--- src/hw/rtl/kmer_best_match_distance_unit_assert.svh ---
// Assertion macros used by the RTL.
`ifndef KMER_BEST_MATCH_DISTANCE_UNIT_ASSERT_SVH
`define KMER_BEST_MATCH_DISTANCE_UNIT_ASSERT_SVH

// Same-cycle implication, disabled in reset.
`define KBMD_ASSERT_NOW(label, clk, rst, ante, cons, msg) \
  label: assert property (@(posedge clk) disable iff (rst) (ante) |-> (cons)) \
    else $error(msg);

// Next-cycle implication, disabled in reset.
`define KBMD_ASSERT_NEXT(label, clk, rst, ante, cons, msg) \
  label: assert property (@(posedge clk) disable iff (rst) (ante) |=> (cons)) \
    else $error(msg);

`endif

--- src/hw/rtl/kbmd_pkg.sv ---
`timescale 1ns / 1ps

package kbmd_pkg;

  localparam int MAX_PATTERN = 32;
  localparam int MAX_SEQ_LEN = 1024;

  localparam int PATTERN_W = 2 * MAX_PATTERN;
  localparam int CNT_W     = $clog2(MAX_SEQ_LEN + 1);
  localparam int START_W   = $clog2(MAX_SEQ_LEN);
  localparam int LEN_W     = 6;
  localparam int POS_W     = 10;
  localparam int TOTAL_W   = 12;
  localparam int CFG_IDX_W = 2;

  localparam logic [TOTAL_W-1:0] TOTAL_MAX = '1;

  localparam logic [CFG_IDX_W-1:0] REG_PATTERN_BASES  = 2'd0;
  localparam logic [CFG_IDX_W-1:0] REG_PATTERN_LENGTH = 2'd1;

  typedef struct packed {
    logic [POS_W-1:0]   best_position;
    logic [LEN_W-1:0]   hamming_distance;
    logic [TOTAL_W-1:0] total_distance;
    logic               window_found;
    logic               last_of_set;
  } result_t;

endpackage

--- src/hw/rtl/kmer_best_match_distance_unit.sv ---
`timescale 1ns / 1ps

// Streams 2-bit bases and scores every full window among the first
// MAX_SEQ_LEN bases of a sequence against the configured k-mer. One base is
// taken per cycle, back to back: the window shift, the per-lane compare, the
// popcount and the best-match update all sit in one register-to-register
// stage. The result of a sequence is registered into a two-entry output queue
// as the base that ends it is taken, so input stalls only while both entries
// hold results not yet taken. Configuration writes are always ready and take
// effect on the next base; no clearing pass is needed after reset.
`include "kmer_best_match_distance_unit_assert.svh"

module kmer_best_match_distance_unit
  import kbmd_pkg::*;
(
  input  logic                 clk,
  input  logic                 rst,

  input  logic                 cfg_valid,
  output logic                 cfg_ready,
  input  logic [CFG_IDX_W-1:0] cfg_index,
  input  logic [63:0]          cfg_data,

  input  logic                 in_valid,
  output logic                 in_ready,
  input  logic [1:0]           base,
  input  logic                 end_of_sequence,
  input  logic                 end_of_set,

  output logic                 out_valid,
  input  logic                 out_ready,
  output logic [POS_W-1:0]     best_position,
  output logic [LEN_W-1:0]     hamming_distance,
  output logic [TOTAL_W-1:0]   total_distance,
  output logic                 window_found,
  output logic                 last_of_set
);

  logic [63:0]          pattern_bases;
  logic [LEN_W-1:0]     pattern_length;

  logic [PATTERN_W-1:0] window_bases, window_bases_next;
  logic [CNT_W-1:0]     position_count, position_count_next;
  logic [LEN_W-1:0]     best_matches, best_matches_next;
  logic [START_W-1:0]   best_start, best_start_next;
  logic [TOTAL_W-1:0]   distance_sum, distance_sum_next;

  result_t              q0, q1, res;
  logic [1:0]           count;

  logic                 in_fire, out_fire, push;
  logic [LEN_W-1:0]     len;
  logic [PATTERN_W-1:0] rev, aligned;
  logic [6:0]           shamt;
  logic                 score_en, full;
  logic [PATTERN_W-1:0] win_new;
  logic [CNT_W-1:0]     cnt_new;
  logic [MAX_PATTERN-1:0] hit;
  logic [LEN_W-1:0]     match_cnt, bm_new, ham_dist;
  logic [START_W-1:0]   bs_new;
  logic [31:0]          pos_wide;
  logic [TOTAL_W:0]     sum;

  assign cfg_ready = 1'b1;
  assign in_ready  = (count != 2'd2);
  assign out_valid = (count != 2'd0);
  assign in_fire   = in_valid && in_ready;
  assign out_fire  = out_valid && out_ready;
  assign push      = in_fire && end_of_sequence;

  always_ff @(posedge clk) begin
    if (rst) begin
      pattern_bases  <= '0;
      pattern_length <= LEN_W'(1);
    end else if (cfg_valid) begin
      case (cfg_index)
        REG_PATTERN_BASES:  pattern_bases  <= cfg_data;
        REG_PATTERN_LENGTH: pattern_length <= cfg_data[LEN_W-1:0];
        default: ;
      endcase
    end
  end

  always_comb begin
    if (pattern_length == '0) begin
      len = LEN_W'(1);
    end else if (pattern_length > LEN_W'(MAX_PATTERN)) begin
      len = LEN_W'(MAX_PATTERN);
    end else begin
      len = pattern_length;
    end
  end

  // Pattern reversed, then shifted so base len-1 lines up with the newest lane.
  always_comb begin
    for (int k = 0; k < MAX_PATTERN; k++) begin
      rev[2*k +: 2] = pattern_bases[2*(MAX_PATTERN-1-k) +: 2];
    end
    shamt   = 7'(2 * (MAX_PATTERN - int'(len)));
    aligned = rev >> shamt;
  end

  always_comb begin
    score_en = (position_count < CNT_W'(MAX_SEQ_LEN));
    win_new  = score_en ? ((window_bases << 2) | PATTERN_W'(base)) : window_bases;
    cnt_new  = score_en ? position_count + CNT_W'(1) : position_count;
    for (int j = 0; j < MAX_PATTERN; j++) begin
      hit[j] = (j < int'(len)) && (win_new[2*j +: 2] == aligned[2*j +: 2]);
    end
    match_cnt = LEN_W'($countones(hit));
    full      = (cnt_new >= CNT_W'(len));

    bm_new = best_matches;
    bs_new = best_start;
    if (score_en && full && (match_cnt > best_matches)) begin
      bm_new = match_cnt;
      bs_new = START_W'(cnt_new - CNT_W'(len));
    end

    if (full) begin
      pos_wide = 32'(bs_new);
      ham_dist = (bm_new <= len) ? len - bm_new : '0;
    end else begin
      pos_wide = '0;
      ham_dist = len;
    end
    sum = (TOTAL_W+1)'(distance_sum) + (TOTAL_W+1)'(ham_dist);

    res.best_position    = pos_wide[POS_W-1:0];
    res.hamming_distance = ham_dist;
    res.total_distance   = sum[TOTAL_W] ? TOTAL_MAX : sum[TOTAL_W-1:0];
    res.window_found     = full;
    res.last_of_set      = end_of_set;

    window_bases_next   = win_new;
    position_count_next = cnt_new;
    best_matches_next   = bm_new;
    best_start_next     = bs_new;
    distance_sum_next   = distance_sum;
    if (end_of_sequence) begin
      window_bases_next   = '0;
      position_count_next = '0;
      best_matches_next   = '0;
      best_start_next     = '0;
      distance_sum_next   = end_of_set ? '0 : res.total_distance;
    end
  end

  always_ff @(posedge clk) begin
    if (rst) begin
      window_bases   <= '0;
      position_count <= '0;
      best_matches   <= '0;
      best_start     <= '0;
      distance_sum   <= '0;
    end else if (in_fire) begin
      window_bases   <= window_bases_next;
      position_count <= position_count_next;
      best_matches   <= best_matches_next;
      best_start     <= best_start_next;
      distance_sum   <= distance_sum_next;
    end
  end

  // Two-entry result queue, head in q0.
  always_ff @(posedge clk) begin
    if (rst) begin
      count <= '0;
    end else begin
      count <= count + 2'(push) - 2'(out_fire);
    end
  end

  always_ff @(posedge clk) begin
    if (push && ((count - 2'(out_fire)) == 2'd0)) begin
      q0 <= res;
    end else if (out_fire) begin
      q0 <= q1;
    end
    if (push && ((count - 2'(out_fire)) != 2'd0)) begin
      q1 <= res;
    end
  end

  assign best_position    = q0.best_position;
  assign hamming_distance = q0.hamming_distance;
  assign total_distance   = q0.total_distance;
  assign window_found     = q0.window_found;
  assign last_of_set      = q0.last_of_set;

  `KBMD_ASSERT_NOW(a_queue_bound, clk, rst, 1'b1, count != 2'd3, "result queue overflow")
  `KBMD_ASSERT_NEXT(a_seq_clear, clk, rst, in_fire && end_of_sequence, position_count == '0 && best_matches == '0, "sequence state not cleared")
  `KBMD_ASSERT_NEXT(a_set_clear, clk, rst, in_fire && end_of_sequence && end_of_set, distance_sum == '0, "set total not cleared")
  `KBMD_ASSERT_NEXT(a_push_count, clk, rst, push && !out_fire, count == $past(count) + 2'd1, "result beat lost")
  `KBMD_ASSERT_NOW(a_dist_range, clk, rst, out_valid, hamming_distance <= LEN_W'(MAX_PATTERN), "distance out of range")

endmodule

--- config.mk ---
export PLATFORM = sky130hd
export DESIGN_NAME = kmer_best_match_distance_unit
export DESIGN_NICKNAME = d
export VERILOG_FILES = /design/src/hw/rtl/kbmd_pkg.sv /design/src/hw/rtl/kmer_best_match_distance_unit.sv
export VERILOG_INCLUDE_DIRS = /design/src /design/src/hw/rtl
export SDC_FILE = /design/constraint.sdc
export NUM_CORES = 1
export LEC_CHECK = 0
export CAP_MARGIN = 40
export CORE_ASPECT_RATIO = 0.9
export CORE_UTILIZATION = 30
export CTS_CLUSTER_DIAMETER = 150
export DETAILED_ROUTE_END_ITERATION = 16
export DONT_BUFFER_PORTS = 1
export PLACE_DENSITY = 0.45
export SYNTH_ARGS = -nofsm -noshare
export SYNTH_HDL_FRONTEND = slang
export SYNTH_SLANG_ARGS = --single-unit
--- constraint.sdc ---
create_clock -name clk -period 22 [get_ports clk]
set_clock_uncertainty 0.2 [all_clocks]
set_input_delay 3.3 -clock clk [delete_from_list [all_inputs] [get_ports clk]]
set_output_delay 3.3 -clock clk [all_outputs]
set_load 0.02 [all_outputs]
# Word level (Yosys, flattened, before mapping)
# Index checks and enable logic that the tools add are counted.
[totals]
reg_bits = 235
out_inout_bits = 33
elab_cells = 195
[classes]
addsub = 39
magnitude_cmp = 37
n_eq_ne = 34
n_shift = 1
n_mux = 17
bitwise = 1
n_reduce_logical = 48
[op_table]
columns = ["operator", "n"]
rows = [
  ["64-bit 2-to-1 mux", 2],
  ["5-bit by 6-bit less-than comparator with 1-bit output (first input constant)", 16],
  ["2-bit == test", 32],
  ["64-bit by 2-bit bitwise OR with 64-bit output", 1],
  ["64-bit by 7-bit >> shifter with 64-bit output", 1],
  ["30-bit 2-to-1 mux", 2],
  ["4-bit by 6-bit less-than comparator with 1-bit output (first input constant)", 8],
  ["1-bit logical AND", 39],
  ["6-bit 2-to-1 mux", 6],
  ["1-bit by 1-bit adder with 2-bit output", 16],
  ["10-bit 2-to-1 mux", 3],
  ["2-bit by 2-bit adder with 3-bit output", 8],
  ["3-bit by 6-bit less-than comparator with 1-bit output (first input constant)", 4],
  ["12-bit 2-to-1 mux", 2],
  ["11-bit 2-to-1 mux", 2],
  ["3-bit by 3-bit adder with 4-bit output", 4],
  ["12-bit by 6-bit adder with 13-bit output", 1],
  ["1-bit by 6-bit less-than comparator with 1-bit output (first input constant)", 2],
  ["2-bit by 6-bit less-than comparator with 1-bit output (first input constant)", 2],
  ["11-bit by 1-bit adder with 11-bit output (second input constant)", 1],
  ["11-bit by 6-bit >= comparator with 1-bit output", 1],
  ["11-bit less-than comparator (second input constant)", 1],
  ["4-bit by 4-bit adder with 5-bit output", 2],
  ["10-bit by 6-bit subtractor with 10-bit output", 1],
  ["14 further kinds", 20],
]

# Longest topological paths before layout
# Gate-level depths: netlist (run 1).
[depth]
word_depth = 21
ltp_mapped = 62
ltp_nobuf = 53

# Worst setup path after synthesis (run 1)
# Ideal clock, no wire load.
[synth_timing]
path_kind = "reg2reg"
start = "register pattern_length[2]"
end = "register q0 (netlist bit total_distance[9]), data pin"
arrival_ns = 13.319
required_ns = 21.540
slack_ns = 8.222
stages_incl_launch_ff = 57
path_buffers = 8
path_cell_list = "dfxtp_1 buf_2 nor4_1 o21ai_1 inv_1 buf_1 buf_1 ha_1 buf_2 clkinv_1 buf_1 clkbuf_1 clkbuf_1 mux4_2 a222oi_1 xor2_1 nand3_1 fa_1 (+21 left out) ha_1 nor2b_1 o21ai_0 nand2b_1 a221o_1 a21oi_1 nor3_1 a21oi_1 inv_1 ha_1 a21o_1 a21oi_1 o21ai_0 a21oi_1 o21ai_0 and4_1 a21oi_1 mux2_2"
[synth_rtl]
columns = ["element", "line_no", "source"]
rows = [
  ["from (decl)", "kmer_best_match_distance_unit.sv:40", "logic [LEN_W-1:0] pattern_length;"],
  ["from (signal assigned)", "kmer_best_match_distance_unit.sv:78", "REG_PATTERN_LENGTH: pattern_length <= cfg_data[LEN_W-1:0];"],
  ["to (signal assigned)", "kmer_best_match_distance_unit.sv:176", "q0 <= res;"],
  ["to (signal assigned)", "kmer_best_match_distance_unit.sv:178", "q0 <= q1;"],
  ["to (decl)", "kmer_best_match_distance_unit.sv:48", "result_t q0, q1, res;"],
]

==> out/metrics.yaml, run 1 <==
critical_path:
  cp.buffers_inverters: 6
  worstPathMaxFanout: 63
  crit_family: "adder cells"
  cp_common_cell: "fa_1"
  end_kind: "flop"
  worstSetupPathType: "reg2reg"
  worstPathArrival_ns: 15.91
  cp_slowest_cell: "dfxtp_1"
  critPathMaxStageDelay_ns: 0.81
  start_kind: "flop"
  required_ns: 22.13
pwr:
  p_total_mw: 2.263
  ir_drop_mv: 0.1283
  p_leak_nw: 6.311
  p_per_area_nw_per_um2: 123.9
routing:
  drt_iter0_drc: 1295
  wirelength_mm: 54.39
  vias_per_cell: 5.511
  vias: 13950
  drc_errors: 0
  wl_per_cell_um: 21.49
  drtAntennaViolNets: 0
  first_pass_iters: 5
global_route:
  grt_pass1_vias: 13480
  track_usage: 0.1910
  antenna_found_initial: 0
  overflow: 0
  grt_max_degree: 154
  grt_pass1_wl_mm: 84.14
synth:
  ys_seq_area_frac: 0.3191
  synth.area.top_cells: "dfxtp_1 21%, edfxtp_1 11%, mux2i_1 9.9%"
  yosysUniqueCellTypes: 88
  synth.avg_cell_area_sq_um: 8.816
  mappedNetlistNets: 2023
  yosysTopAreaCell: "dfxtp_1"
  synth.top_cell.area_share: 0.2107
  synth_seq_cells: 235
  ys_warn_count: 0
  syn-cell-area_sq_um: 16630
  ys_dominant_reg_cell: "dfxtp_1"
  async_reset_ff_frac: 0
  syn_inst: 1886
  synth_edf_count: 60
cts:
  cts-root-buf: "clkbuf_16"
  post-cts-setup-buffers: 0
  cts_tree: "built"
  cts.path.max_buffers: 3
  clkSinkCount: 235
  cts_resized: 0
  clk_pin_slew_worst_paths_ns: 0.06
  clk_latency_ns: 0.58
  cts-hold-fix-buffers: 0
  numCtsBuffers: 27
  h-tree-depth: 1
placement:
  place_ws_ns: 6.376
  globalplace.congestion: 0.9498
  place_hpwl_mm: 40.04
  portBuffers: 0
  dpl.cell_count: 2482
floorplan:
  ioPinCount: 108
  die_y_um: 225.3
  die_w_um: 250.2
  start_util: 0.3049
  placementRows: 81
  dieArea_sq_um: 56370
  fp.coreArea_sq_um: 54520
cells_and_area:
  utilization: 0.3351
  final_cell_mix: "226 x nand2_1, 174 x dfxtp_1, 164 x mux2i_1"
  insertedDiodeCount: 0
  fin_nets: 1943
  area_growth_pct: 9.903
  final_common_cell: "nand2_1"
  drive_above_1_share: 0.1079
  final_cells: 2531
sta:
  final_hold_viol_count: 0
  finalWorstSetupSlack_ns: 6.218
  setup_viol: 0
  max_freq_ghz: 0.06336
  min_period_ns: 15.78
  post-route-period-util: 0.7174
  slew_headroom: 0.3448
  worst_slew_pin_slew_ns: 0.9829
  rsz0062_at_grt: "no"
  setup_tns_ns: 0
  slew_violations: 0
hold_path:
  hp-class: "reg2reg"
flow_run:
  cap_violations: 0
outcome:
  status: "complete, no violations"
[Yosys cell counts, types with 19 or more instances]
library cell,n
mux2i_1,164
inv_1,64
dfxtp_1,175
o21ai_0,59
nand2_1,226
nor2_1,164
o31ai_1,19
clkbuf_1,96
buf_1,22
xor2_1,36
mux4_2,37
xnor2_1,52
nand3_1,35
fa_1,27
nor3_1,44
a22oi_1,60
ha_1,35
mux2_2,49
a22o_1,25
a21oi_1,143
edfxtp_1,60
[through the flow]
stage / hold slack, ns / instance area [sq um]
2_1_floorplan: 0.2315 / 16630
3_3_place_gp: 0.2451 / 17210
3_5_place_dp: 0.2465 / 17300
4_1_cts: 0.2649 / 18270
5_1_grt: 0.2909 / 18270
6_report: 0.2637 / 18270
[sequential cells by signal (all words and copies together) (netlist names)]
register,flops
count,2
window_found,1
hamming_distance,6
last_of_set,1
pattern_length,6
q1,30
best_start,10
distance_sum,12
window_bases,64
best_matches,6
total_distance,12
best_position,10
position_count,11
pattern_bases,64
[routing by layer]
layer | GRT usage | routed length [um]
met1 | 0.2671 | 25760
met2 | 0.3114 | 24810
met3 | 0.02264 | 2448
met4 | 0.04730 | 1372
met5 | 0 | 0
[path summary, 6_finish.rpt]
path | startpoint | end | slack [ns] | cells past startpoint
worst max register to register | pattern_length[3] | total_distance[9] | 6.22 | 52
worst min register to register | best_start[0] | best_start[0] | 0.26 | 1
worst max-delay path | pattern_length[3] | total_distance[9] | 6.22 | 52
worst min-delay path | best_start[0] | best_start[0] | 0.26 | 1
[where the power goes]
part / leakage, nW / switching, mW / internal [mW]
registers: 1.98 / 0.0564 / 0.568
clock network: 0.474 / 0.193 / 0.301
logic: 3.86 / 0.688 / 0.456
total: 6.31 / 0.938 / 1.33
[kinds of logic (layout without fill, tap and decap cells)]
logic type,after synthesis,after routing,synth area share
buf+inv,210,150,0.05049
compound gates,440,440,0.1742
mux,250,250,0.1820
xor+xnor,90,90,0.04936
simple gates,597,597,0.1652
flops,235,235,0.3191
fa+ha+maj,63,63,0.05945
other cells,1,1,0.0002255
[area by class of cell]
cell class / count / area (sq um)
Clock buffer: 34 / 752.0
Fill cell: 5696 / 36250
Timing Repair Buffer: 33 / 294.0
Sequential cell: 235 / 5309
Tap cell: 705 / 882.1
Multi-Input combinational cell: 1441 / 10550
Inverter: 68 / 257.7
Clock inverter: 15 / 225.2
Power figures use the tool's default switching activity.
==> inputs of run 2 (changes only) <==
PLACE_DENSITY = 0.46   (was 0.45)
clock period = 13.2 ns   (was 22 ns; I/O delays follow)
==> run 2 against run 1 <==
Design area rose by 3.2%. Clock power increased by 55%. Wire length is 3.3% higher. Worst hold slack better by 0.0052 ns. Sequential cell count unchanged. Largest power group unchanged.
==> out/metrics.yaml, run 2 (synthesis results as in run 1) <==
routing:
  drtAntennaViolNets: 0
  vias_per_cell: 5.506
  vias: 14280
  wl_per_cell_um: 21.68
  drc_errors: 0
  drt_iter0_drc: 956
  wirelength_mm: 56.21
  first_pass_iters: 5
critical_path:
  cp.buffers_inverters: 6
  reg2reg_to: "total_distance[7]"
  worst-path-stages: 51
  critPathMaxStageDelay_ns: 0.61
  reg2reg_depth: 51
  required_ns: 13.33
  r2r_slack_ns: 0.60
  crit_start: "pattern_length[4]"
  start_kind: "flop"
  crit_end: "total_distance[7]"
  cp_slowest_cell: "or4b_2"
  crit_family: "adder cells"
  cp_common_cell: "fa_1"
  worstPathMaxFanout: 9
  end_kind: "flop"
  worstSetupPathType: "reg2reg"
  r2r-start: "pattern_length[4]"
  worstPathArrival_ns: 12.73
sta:
  max_freq_ghz: 0.07934
  slew_violations: 0
  post-route-period-util: 0.9549
  rsz0062_at_grt: "no"
  setup_viol: 0
  final_hold_viol_count: 0
  hold_ws_ns: 0.2689
  worst_slew_pin_slew_ns: 1.043
  slew_headroom: 0.3044
  finalWorstSetupSlack_ns: 0.5955
  min_period_ns: 12.60
global_route:
  track_usage: 0.1962
  met2_usage: 0.3217
  use_met1: 0.2668
  grt_max_degree: 154
  antenna_found_initial: 1
  grt_pass1_wl_mm: 86.13
  overflow: 0
  grtUsageMet3: 0.03130
  grt_busiest_layer: "met2"
  grt_pass1_vias: 13760
cts:
  clk_latency_ns: 0.58
  clk_pin_slew_worst_paths_ns: 0.06
  cts_tree: "built"
  clkSinkCount: 235
  cts.path.max_buffers: 3
  numCtsBuffers: 27
  cts-hold-fix-buffers: 0
  cts-root-buf: "clkbuf_16"
  h-tree-depth: 1
pwr:
  p_leak_nw: 6.601
  ir_drop_mv: 0.1983
  p_per_area_nw_per_um2: 213.3
  p_total_mw: 4.022
cells_and_area:
  utilization: 0.3459
  insertedDiodeCount: 0
  area_growth_pct: 13.42
  reg.largest.list: "pattern_bases: 64 flops, window_bases: 64 flops, q1: 30 flops"
  drive_above_1_share: 0.1483
  final_common_cell: "nand2_1"
  final_cell_mix: "225 x nand2_1, 173 x dfxtp_1, 161 x nor2_1"
  fin_nets: 2004
floorplan:
  die_w_um: 250.2
  ioPinCount: 108
  dieArea_sq_um: 56370
  start_util: 0.3049
  placementRows: 81
  fp.coreArea_sq_um: 54520
  die_y_um: 225.3
flow_run:
  cap_violations: 0
placement:
  globalplace.congestion: 0.9527
  portBuffers: 0
  place_ws_ns: -0.01273
  place_hpwl_mm: 42.08
hold_path:
  min_path_cells: 2
  hp-class: "reg2reg"
outcome:
  status: "complete, no violations"
==> run 2: cell types whose count changed in the layout (fill, tap and decap cells not counted), moves of 4 or more <==
cell	previous run	this run
buf_12	1	7
mux2i_1	164	158
mux2i_2	0	5
o21ai_0	58	52
a21oi_1	143	139
clkbuf_1	2	7
buf_4	28	84
a21oi_2	0	4
==> run 2: worst min-delay path by stage <==
stage,from,endpoint,slack [ns]
after global placement,best_start[0],best_start[0],0.25
after detailed placement,best_start[7],best_start[7],0.25
after global routing,best_matches[3],best_matches[3],0.29
after CTS,best_start[7],best_start[7],0.27
after floorplan,distance_sum[0],distance_sum[0],0.23
final,pattern_bases[58],pattern_bases[58],0.27
==> run 2: layout make-up <==
cell class	instances	area, sq um
inverters	68	257.7
well taps	705	882.1
clock inverters	14	161.4
multi-input cells	1441	10710
flip-flops and latches	235	5310
clock buffers	36	729.5
fillers	5628	35670
repair buffers	94	804.5
==> run 2: timing repair <==
item | in CTS | in global routing
pin swaps | 0 | 6
setup endpoints to repair | 5 | 36
resized for setup | 1 | 38
setup buffers | 0 | 7
==> run 2: per-layer routing <==
layer  vias up  part of all wire
met4         0             0.026
met5         -                 0
met3        79             0.058
met1      6943              0.46
met2       430              0.46
li1       6824                 -
==> run 2: report_power, final <==
| part | internal [mW] | leakage (nW) | switching [mW] |
|---|---|---|---|
| logic | 0.961 | 4.19 | 1.26 |
| clock network | 0.448 | 0.434 | 0.318 |
| registers | 0.947 | 1.98 | 0.0919 |
| total | 2.36 | 6.60 | 1.67 |
==> run 2: through the flow <==
stage	instances	area, sq um	TNS [ns]
2_1_floorplan	1886	16640	0
3_3_place_gp	2533	17690	0
3_5_place_dp	2536	17740	-0.01349
4_1_cts	2586	18640	0
5_1_grt	2593	18860	0
6_report	2593	18860	0
==> run 2: tightest hold or removal path, cell delays in order (launching register included) <==
cell     delay, ns
dfxtp_1       0.31
nand2_1       0.05
a21oi_1       0.06
